### src/rtl/sfm_pkg.sv
`timescale 1ns / 1ps
package sfm_pkg;

    localparam int PATTERN_MAX = 32;
    localparam int TEXT_LIMIT  = 65536;
    localparam int QUEUE_DEPTH = 2;

    localparam int LEN_W  = $clog2(PATTERN_MAX + 1);
    localparam int CNT_W  = $clog2(TEXT_LIMIT + 2);
    localparam int POS_W  = 16;
    localparam int CMP_W  = (CNT_W > LEN_W) ? CNT_W : LEN_W;
    localparam int QPTR_W = (QUEUE_DEPTH > 1) ? $clog2(QUEUE_DEPTH) : 1;
    localparam int QCNT_W = $clog2(QUEUE_DEPTH + 1);

    typedef logic [1:0] t_status;

    localparam t_status STATUS_OK        = 2'd0;
    localparam t_status STATUS_EMPTY     = 2'd1;
    localparam t_status STATUS_PAT_LONG  = 2'd2;
    localparam t_status STATUS_TEXT_OVER = 2'd3;

    localparam logic CMD_PATTERN = 1'b0;
    localparam logic CMD_TEXT    = 1'b1;

    // One classified entry of the front queue.
    typedef struct packed {
        logic       is_text;
        logic [7:0] data;
        logic       is_final;
    } t_item;

    // Head of the front queue as seen by the back end.
    typedef struct packed {
        logic  valid;
        t_item item;
    } t_queue_head;

endpackage

### src/rtl/sfm_front.sv
`timescale 1ns / 1ps
module sfm_front (
    input  logic                 i_clk,
    input  logic                 i_rst_n,
    input  logic                 i_valid,
    output logic                 o_ready,
    input  logic                 i_cmd,
    input  logic [7:0]           i_data_byte,
    input  logic                 i_is_final,
    input  logic                 i_pop,
    output sfm_pkg::t_queue_head o_head
);
    import sfm_pkg::*;

    t_item               r_mem [QUEUE_DEPTH];
    logic [QPTR_W-1:0]   r_wr_ptr, n_wr_ptr;
    logic [QPTR_W-1:0]   r_rd_ptr, n_rd_ptr;
    logic [QCNT_W-1:0]   r_count,  n_count;
    logic                push;
    logic                pop;
    t_item               in_item;

    // Classify the incoming transaction.
    assign in_item.is_text  = (i_cmd == CMD_TEXT);
    assign in_item.data     = i_data_byte;
    assign in_item.is_final = i_is_final;

    assign o_ready = i_rst_n && (r_count != QCNT_W'(QUEUE_DEPTH));
    assign push    = i_valid && o_ready;
    assign pop     = i_pop && (r_count != '0);

    assign o_head.valid = (r_count != '0);
    assign o_head.item  = r_mem[r_rd_ptr];

    function automatic logic [QPTR_W-1:0] ptr_inc(input logic [QPTR_W-1:0] p);
        logic [QPTR_W-1:0] r;
        begin
            if (p == QPTR_W'(QUEUE_DEPTH - 1)) begin
                r = '0;
            end else begin
                r = p + 1'b1;
            end
            return r;
        end
    endfunction

    always_comb begin
        n_wr_ptr = push ? ptr_inc(r_wr_ptr) : r_wr_ptr;
        n_rd_ptr = pop  ? ptr_inc(r_rd_ptr) : r_rd_ptr;
        n_count  = r_count;
        if (push && !pop) begin
            n_count = r_count + 1'b1;
        end else if (pop && !push) begin
            n_count = r_count - 1'b1;
        end
    end

    always_ff @(posedge i_clk) begin
        if (!i_rst_n) begin
            r_wr_ptr <= '0;
            r_rd_ptr <= '0;
            r_count  <= '0;
        end else begin
            r_wr_ptr <= n_wr_ptr;
            r_rd_ptr <= n_rd_ptr;
            r_count  <= n_count;
        end
    end

    always_ff @(posedge i_clk) begin
        if (push) begin
            r_mem[r_wr_ptr] <= in_item;
        end
    end

endmodule

### src/rtl/sfm_back.sv
`timescale 1ns / 1ps
module sfm_back (
    input  logic                 i_clk,
    input  logic                 i_rst_n,
    input  sfm_pkg::t_queue_head i_head,
    output logic                 o_pop,
    output logic                 o_valid,
    input  logic                 i_ready,
    output logic                 o_found,
    output logic [15:0]          o_match_start,
    output logic [1:0]           o_status
);
    import sfm_pkg::*;

    // Pattern is held newest-first so it lines up with the text window.
    logic [7:0]        r_pat [PATTERN_MAX];
    logic [7:0]        r_win [PATTERN_MAX];
    logic [LEN_W-1:0]  r_pat_len,  n_pat_len;
    logic              r_pat_ovf,  n_pat_ovf;
    logic              r_pat_done, n_pat_done;
    logic [CNT_W-1:0]  r_count,    n_count;
    logic              r_hit,      n_hit;
    logic [POS_W-1:0]  r_hit_pos,  n_hit_pos;
    logic              r_out_valid;
    logic              r_out_found;
    logic [POS_W-1:0]  r_out_start;
    t_status           r_out_status;

    logic              pat_shift;
    logic              win_shift;
    logic              emit;
    logic [LEN_W-1:0]  len_base;
    logic [PATTERN_MAX-1:0] eq;
    logic              match;
    logic [CMP_W-1:0]  pos_inc;
    logic [CMP_W-1:0]  len_ext;
    logic [CMP_W-1:0]  start_pos;
    t_status           status;
    logic              found;
    logic [POS_W-1:0]  out_start;

    assign o_pop = i_head.valid && (!r_out_valid || i_ready);

    // Compare each window lane against its pattern lane; lanes past the length pass.
    always_comb begin
        eq[0] = (r_pat_len == '0) || (i_head.item.data == r_pat[0]);
        for (int j = 1; j < PATTERN_MAX; j++) begin
            eq[j] = (r_pat_len <= LEN_W'(j)) || (r_win[j-1] == r_pat[j]);
        end
    end
    assign match = &eq;

    assign pos_inc   = CMP_W'(r_count) + 1'b1;
    assign len_ext   = CMP_W'(r_pat_len);
    assign start_pos = pos_inc - len_ext;

    always_comb begin
        n_pat_len  = r_pat_len;
        n_pat_ovf  = r_pat_ovf;
        n_pat_done = r_pat_done;
        n_count    = r_count;
        n_hit      = r_hit;
        n_hit_pos  = r_hit_pos;
        pat_shift  = 1'b0;
        win_shift  = 1'b0;
        emit       = 1'b0;
        len_base   = r_pat_done ? '0 : r_pat_len;
        status     = STATUS_OK;
        found      = 1'b0;
        out_start  = '0;

        if (o_pop && !i_head.item.is_text) begin
            // Restart the pattern when the previous one was finished.
            if (r_pat_done) begin
                n_pat_ovf = 1'b0;
            end
            if (len_base < LEN_W'(PATTERN_MAX)) begin
                pat_shift = 1'b1;
                n_pat_len = len_base + 1'b1;
            end else begin
                n_pat_len = len_base;
                n_pat_ovf = 1'b1;
            end
            n_pat_done = i_head.item.is_final;
        end else if (o_pop) begin
            if (r_count < CNT_W'(TEXT_LIMIT)) begin
                win_shift = 1'b1;
                n_count   = r_count + 1'b1;
                if (!r_hit && !r_pat_ovf && (r_pat_len != '0) &&
                    (pos_inc >= len_ext) && match) begin
                    n_hit     = 1'b1;
                    n_hit_pos = POS_W'(start_pos);
                end
            end else begin
                n_count = CNT_W'(TEXT_LIMIT + 1);
            end

            if (i_head.item.is_final) begin
                emit = 1'b1;
                if (r_pat_ovf) begin
                    status = STATUS_PAT_LONG;
                end else if (r_pat_len == '0) begin
                    status = STATUS_EMPTY;
                end else if (n_count > CNT_W'(TEXT_LIMIT)) begin
                    status = STATUS_TEXT_OVER;
                end else begin
                    status = STATUS_OK;
                end
                found     = n_hit && ((status == STATUS_OK) || (status == STATUS_TEXT_OVER));
                out_start = found ? n_hit_pos : '0;
                // Clear text state for the next text.
                n_count   = '0;
                n_hit     = 1'b0;
                n_hit_pos = '0;
            end
        end
    end

    always_ff @(posedge i_clk) begin
        if (!i_rst_n) begin
            r_pat_len   <= '0;
            r_pat_ovf   <= 1'b0;
            r_pat_done  <= 1'b0;
            r_count     <= '0;
            r_hit       <= 1'b0;
            r_hit_pos   <= '0;
            r_out_valid <= 1'b0;
        end else begin
            r_pat_len  <= n_pat_len;
            r_pat_ovf  <= n_pat_ovf;
            r_pat_done <= n_pat_done;
            r_count    <= n_count;
            r_hit      <= n_hit;
            r_hit_pos  <= n_hit_pos;
            if (emit) begin
                r_out_valid <= 1'b1;
            end else if (i_ready) begin
                r_out_valid <= 1'b0;
            end
        end
    end

    always_ff @(posedge i_clk) begin
        if (pat_shift) begin
            r_pat[0] <= i_head.item.data;
            for (int j = 1; j < PATTERN_MAX; j++) begin
                r_pat[j] <= r_pat[j-1];
            end
        end
        if (win_shift) begin
            r_win[0] <= i_head.item.data;
            for (int j = 1; j < PATTERN_MAX; j++) begin
                r_win[j] <= r_win[j-1];
            end
        end
        if (emit) begin
            r_out_found  <= found;
            r_out_start  <= out_start;
            r_out_status <= status;
        end
    end

    assign o_valid       = r_out_valid;
    assign o_found       = r_out_found;
    assign o_match_start = r_out_start;
    assign o_status      = r_out_status;

endmodule

### src/rtl/substring_first_match.sv
`timescale 1ns / 1ps
// Exact substring search, first occurrence. Load the pattern with cmd 0 bytes
// (mark the last with is_final), then stream the text with cmd 1 bytes; the text
// byte that carries is_final yields one result: found, the start position of the
// earliest match (low 16 bits, 0 when not found) and a status (ok, empty pattern,
// pattern longer than 32 bytes, text beyond 65536 bytes). The pattern stays loaded
// for the next text. Throughput is one byte per cycle: a two-entry input queue
// feeds a back end that shifts each text byte into a 32-byte window and compares
// all lanes against the pattern in the same cycle. Accepted input is written
// into the queue and each result is registered. The back end only stalls while
// the single output register holds a result that has not been taken; the queue
// keeps accepting meanwhile until it fills.
module substring_first_match (
    input  logic        i_clk,
    input  logic        i_rst_n,
    input  logic        i_valid,
    output logic        o_ready,
    input  logic        i_cmd,
    input  logic [7:0]  i_data_byte,
    input  logic        i_is_final,
    output logic        o_valid,
    input  logic        i_ready,
    output logic        o_found,
    output logic [15:0] o_match_start,
    output logic [1:0]  o_status
);
    import sfm_pkg::*;

    t_queue_head head;
    logic        pop;

    // Front: accept and classify each transaction into the queue.
    sfm_front u_front (
        .i_clk       (i_clk),
        .i_rst_n     (i_rst_n),
        .i_valid     (i_valid),
        .o_ready     (o_ready),
        .i_cmd       (i_cmd),
        .i_data_byte (i_data_byte),
        .i_is_final  (i_is_final),
        .i_pop       (pop),
        .o_head      (head)
    );

    // Back: hold pattern and window, compare, latch the first hit, emit the result.
    sfm_back u_back (
        .i_clk         (i_clk),
        .i_rst_n       (i_rst_n),
        .i_head        (head),
        .o_pop         (pop),
        .o_valid       (o_valid),
        .i_ready       (i_ready),
        .o_found       (o_found),
        .o_match_start (o_match_start),
        .o_status      (o_status)
    );

endmodule

### config.mk
export PLATFORM = sky130hd
export DESIGN_NAME = substring_first_match
export DESIGN_NICKNAME = d
export VERILOG_FILES = /design/src/rtl/sfm_pkg.sv /design/src/rtl/sfm_front.sv /design/src/rtl/sfm_back.sv /design/src/rtl/substring_first_match.sv
export SDC_FILE = /design/constraint.sdc
export NUM_CORES = 1
export LEC_CHECK = 0
export BUFFER_PORTS_ARGS = -buffer_cell sky130_fd_sc_hd__buf_2
export CAP_MARGIN = 10
export CORE_MARGIN = 2
export CORE_UTILIZATION = 56
export CTS_CLUSTER_DIAMETER = 200
export DETAILED_ROUTE_END_ITERATION = 12
export PLACE_DENSITY = 0.86
export RECOVER_POWER = 100
export SLEW_MARGIN = 20
export SYNTH_ARGS = -nofsm -noshare
export SYNTH_HDL_FRONTEND = slang
export SYNTH_HIERARCHICAL = 1
export SYNTH_SLANG_ARGS = --single-unit
### constraint.sdc
create_clock -name i_clk -period 14.97 [get_ports i_clk]
set_input_delay 0.7485 -clock i_clk [delete_from_list [all_inputs] [get_ports i_clk]]
set_output_delay 0.7485 -clock i_clk [all_outputs]
set_load 0.02 [all_outputs]
==> impl_metrics.toml <==
[synth]
post_synth_main_area_contributors = "sky130_fd_sc_hd__edfxtp_1 71%, sky130_fd_sc_hd__xor2_1 10%, sky130_fd_sc_hd__dfxtp_1 4.2%, sky130_fd_sc_hd__nor4_1 2.0%, sky130_fd_sc_hd__nor2_1 1.3%"
cell_types_with_the_highest_counts_after_synthesis = "543 x sky130_fd_sc_hd__edfxtp_1, 272 x sky130_fd_sc_hd__xor2_1, 77 x sky130_fd_sc_hd__nor2_1, 75 x sky130_fd_sc_hd__nor4_1, 48 x sky130_fd_sc_hd__dfxtp_1"
fraction_of_synthesis_flops_using_an_asynchronous_set_or_reset_pin = 0
ys_seq_elements = 591
synth_largest_type_area_fraction = 0.7077
yosys.cell_count.top_type = "sky130_fd_sc_hd__edfxtp_1"
netlist_area_sq_mm = 0.02304
synth-edff-count = 543
synth.avg_cell_area_sq_um = 16.20
ys.flop_type = "sky130_fd_sc_hd__edfxtp_1"
synthesis.instances = 1422
ys_warn_count = 6
number_of_distinct_library_cells_after_synthesis = 67
seq_area_frac_synth = 0.7494
postSynthNetCount = 1447
post-synth-top-area-cell = "sky130_fd_sc_hd__edfxtp_1"

[power_and_ir_drop]
power_density_over_the_cells_mw_per_mm2 = 199.4
ir_worst_vdd_v = 0.0001429
power.clock.fraction = 0.274
static-leakage-power_uw = 0.008382
p_switching_uw = 1497
comb_power_share = 0.171
internal_uw = 3575
power.switching_fraction = 0.2952
power.sequential.fraction = 0.555

[layout]
final_nets = 1502
drive_gt1_frac = 0.06711
filler_cell_count = 2724
syn2layout_area_growth_pct = 10.42
n_antenna_cell = 0
fin_util = 0.6245
sequential_cell_area_sq_mm = 0.01727
multi_input_comb_area_sq_mm = 0.005470

[clock_network]
post_cts.repair.setup_buffers = 0
cts.hold.buffers_added = 0
cts-htree-levels = 2
cts.repair.resized = 0
clock-root-buffer = "sky130_fd_sc_hd__clkbuf_16"
cts_tree = "done"
clk_path_buf_depth = 3
clock_latency_ps = 590
cts_inserted_buffers = 53
worst_setup_hold_path_clk_slew_ps = 60
cts_sinks = 591

[floorplan]
die_x_extent_microns = 206.8
die_area_sq_mm = 0.04278
std_cell_rows = 74
initial_utilization = 0.5655
floorplan.core_area_sq_mm = 0.04074
boundaryPins = 35
fp.dieH_microns = 206.8

[sta]
hold_viol = 0
final_max_slew_viol_count = 562
timing.fmax_mhz = 121.1
whs_ps = 358.5
slew_worst_pin_ps = 4507
final.setup.tns_ps = 0
min_period_over_period = 0.5516
final_min_period_ps = 8258
layout_setup_ws_ps = 6712
setup_viol = 0
rsz0062_at_grt = "false"
slew_headroom = -2.005
worst_clock_skew_ps = 13.36

[route]
drt_pre_antenna_iters = 6
vias = 12160
final_antenna_net_count = 0
route.detailed.vias_per_inst = 5.924
dr.first_iter.drc_count = 1317
remaining_drc_errors = 0
wl_per_cell_microns = 21.16
drt-total-wl_microns = 43420

[grt]
grt_overflow_total = 0
grt_antenna_before_repair = 0
grt_util_all_layers = 0.1996
largest_net_degree_at_the_start_of_global_routing = 85
grt_pass1_wl_microns = 65040
grt_pass1_vias = 11860

[critical_path]
endpoint_kind = "flip-flop"
cp-endpoint = "u_back/r_win[4][15]"
class_of_the_most_critical_setup_path = "reg -> reg"
arrival_ps = 8350
timing.reg2reg.setup_slack_ps = 6710
critical_path_peak_fanout = 75
worstPathRequired_ps = 15070
reg2reg_depth = 6
start_kind = "flip-flop"
regToRegEndpoint = "u_back/r_win[4][15]"

[placed_design]
detailedPlacementHpwl_microns = 27760
post-place-ws_ps = 10600
gp_congestion = 0.9225
port_buffers = 34

[hold_path]
hold_class = "in -> reg"

[status]
run_status = "complete, but fails checks"
failed_checks = "max-capacitance violations, max-slew violations"

[job]
max_cap_viol_count = 11
## critical path, stage by stage, from the launching register on
cell and delay (ps):
sky130_fd_sc_hd__dfxtp_1 600, sky130_fd_sc_hd__mux2_1 300, sky130_fd_sc_hd__nand2_1 70, sky130_fd_sc_hd__clkbuf_1 670
sky130_fd_sc_hd__nor2_4 280, sky130_fd_sc_hd__clkbuf_1 2870, sky130_fd_sc_hd__clkbuf_1 2850
## cell type report
class,instances,share of cell area
clock buffers,63,0.05528
clock inverters,35,0.01534
inverters,18,0.002656
well taps,532,0.02616
multi-input cells,770,0.2150
repair buffers,43,0.006836
flip-flops and latches,591,0.6787
## kinds of logic (layout without fill, tap and decap cells)
| kind of cell | count (synthesis) | in the layout | synth area share |
|---|---|---|---|
| compound gates | 150 | 150 | 0.04339 |
| xor+xnor | 286 | 286 | 0.1087 |
| fa+ha+maj | 11 | 11 | 0.006300 |
| buf+inv | 61 | 159 | 0.01168 |
| flops | 591 | 591 | 0.7494 |
| mux | 13 | 13 | 0.006191 |
| simple gates | 310 | 310 | 0.07429 |
## metrics by stage
stage	cell area, sq um	total power [uW]	instances
floorplan	23040	3556	1422
global placement	23770	3604	1954
detailed placement	23770	3664	1954
CTS	25560	5066	2052
global route	25440	5282	2052
finish	25440	5072	2052
## routing by layer
metal / up-vias / GRT usage / wire length [microns]
li1: 5493 / - / -
met1: 6077 / 0.2611 / 16990
met2: 496 / 0.3377 / 21910
met3: 91 / 0.04396 / 3495
met4: 0 / 0.05876 / 1028
met5: - / 0 / 0
## worst min path at each step
stage                     slack (ps)          startpoint             endpoint  cells past startpoint
after floorplan                  450  u_back/r_win[0][2]  u_back/r_win[0][10]                      0
after global placement           450  u_back/r_pat[1][2]  u_back/r_pat[1][10]                      0
after global routing             340          i_is_final  u_front/r_mem[1][0]                      1
after CTS                        340      i_data_byte[3]  u_front/r_mem[0][4]                      1
after detailed placement         450  u_back/r_win[3][5]  u_back/r_win[3][13]                      0
final                            360      i_data_byte[3]  u_front/r_mem[1][4]                      1
## power by group through the flow
| stage | Clock [uW] | Sequential (uW) | Combinational, uW |
|---|---|---|---|
| floorplan | 0 | 2930 | 626 |
| global placement | 0 | 2750 | 849 |
| detailed placement | 0 | 2790 | 874 |
| CTS | 1410 | 2770 | 888 |
| global route | 1470 | 2860 | 949 |
| finish | 1390 | 2820 | 868 |
## flip-flops by register name (all words and copies together), names as in the netlist, named ones only
register and cells:
u_back/o_found 1, u_back/o_match_start 16, u_back/o_status 2, u_back/o_valid 1
u_back/r_count 17, u_back/r_hit 1, u_back/r_hit_pos 16, u_back/r_pat 256
u_back/r_pat_done 1, u_back/r_pat_len 6, u_back/r_pat_ovf 1, u_back/r_win 248
u_front/r_count 2, u_front/r_mem 20, u_front/r_rd_ptr 1, u_front/r_wr_ptr 1
## cells in the final DEF, fill, tap and decap left out, drive strengths merged, types with 5 or more instances in the layout
master	synthesis	layout
buf	17	8
nor2	78	78
nand3b	12	12
or3	7	7
a22oi	27	27
nand3	39	39
a21oi	46	46
a21boi	5	5
nor3	16	16
o21ai	20	20
and2	6	6
xor2	272	272
nor2b	8	8
mux2	10	10
bufinv	0	8
a31oi	10	10
nand2	30	30
nand4	15	15
nor4	76	76
o31ai	5	5
dfxtp	48	48
clkbuf	26	98
o211ai	13	13
edfxtp	543	543
inv	18	20
clkinv	0	24
ha	10	10
xnor2	14	14
(Power assumes the default switching activity.)
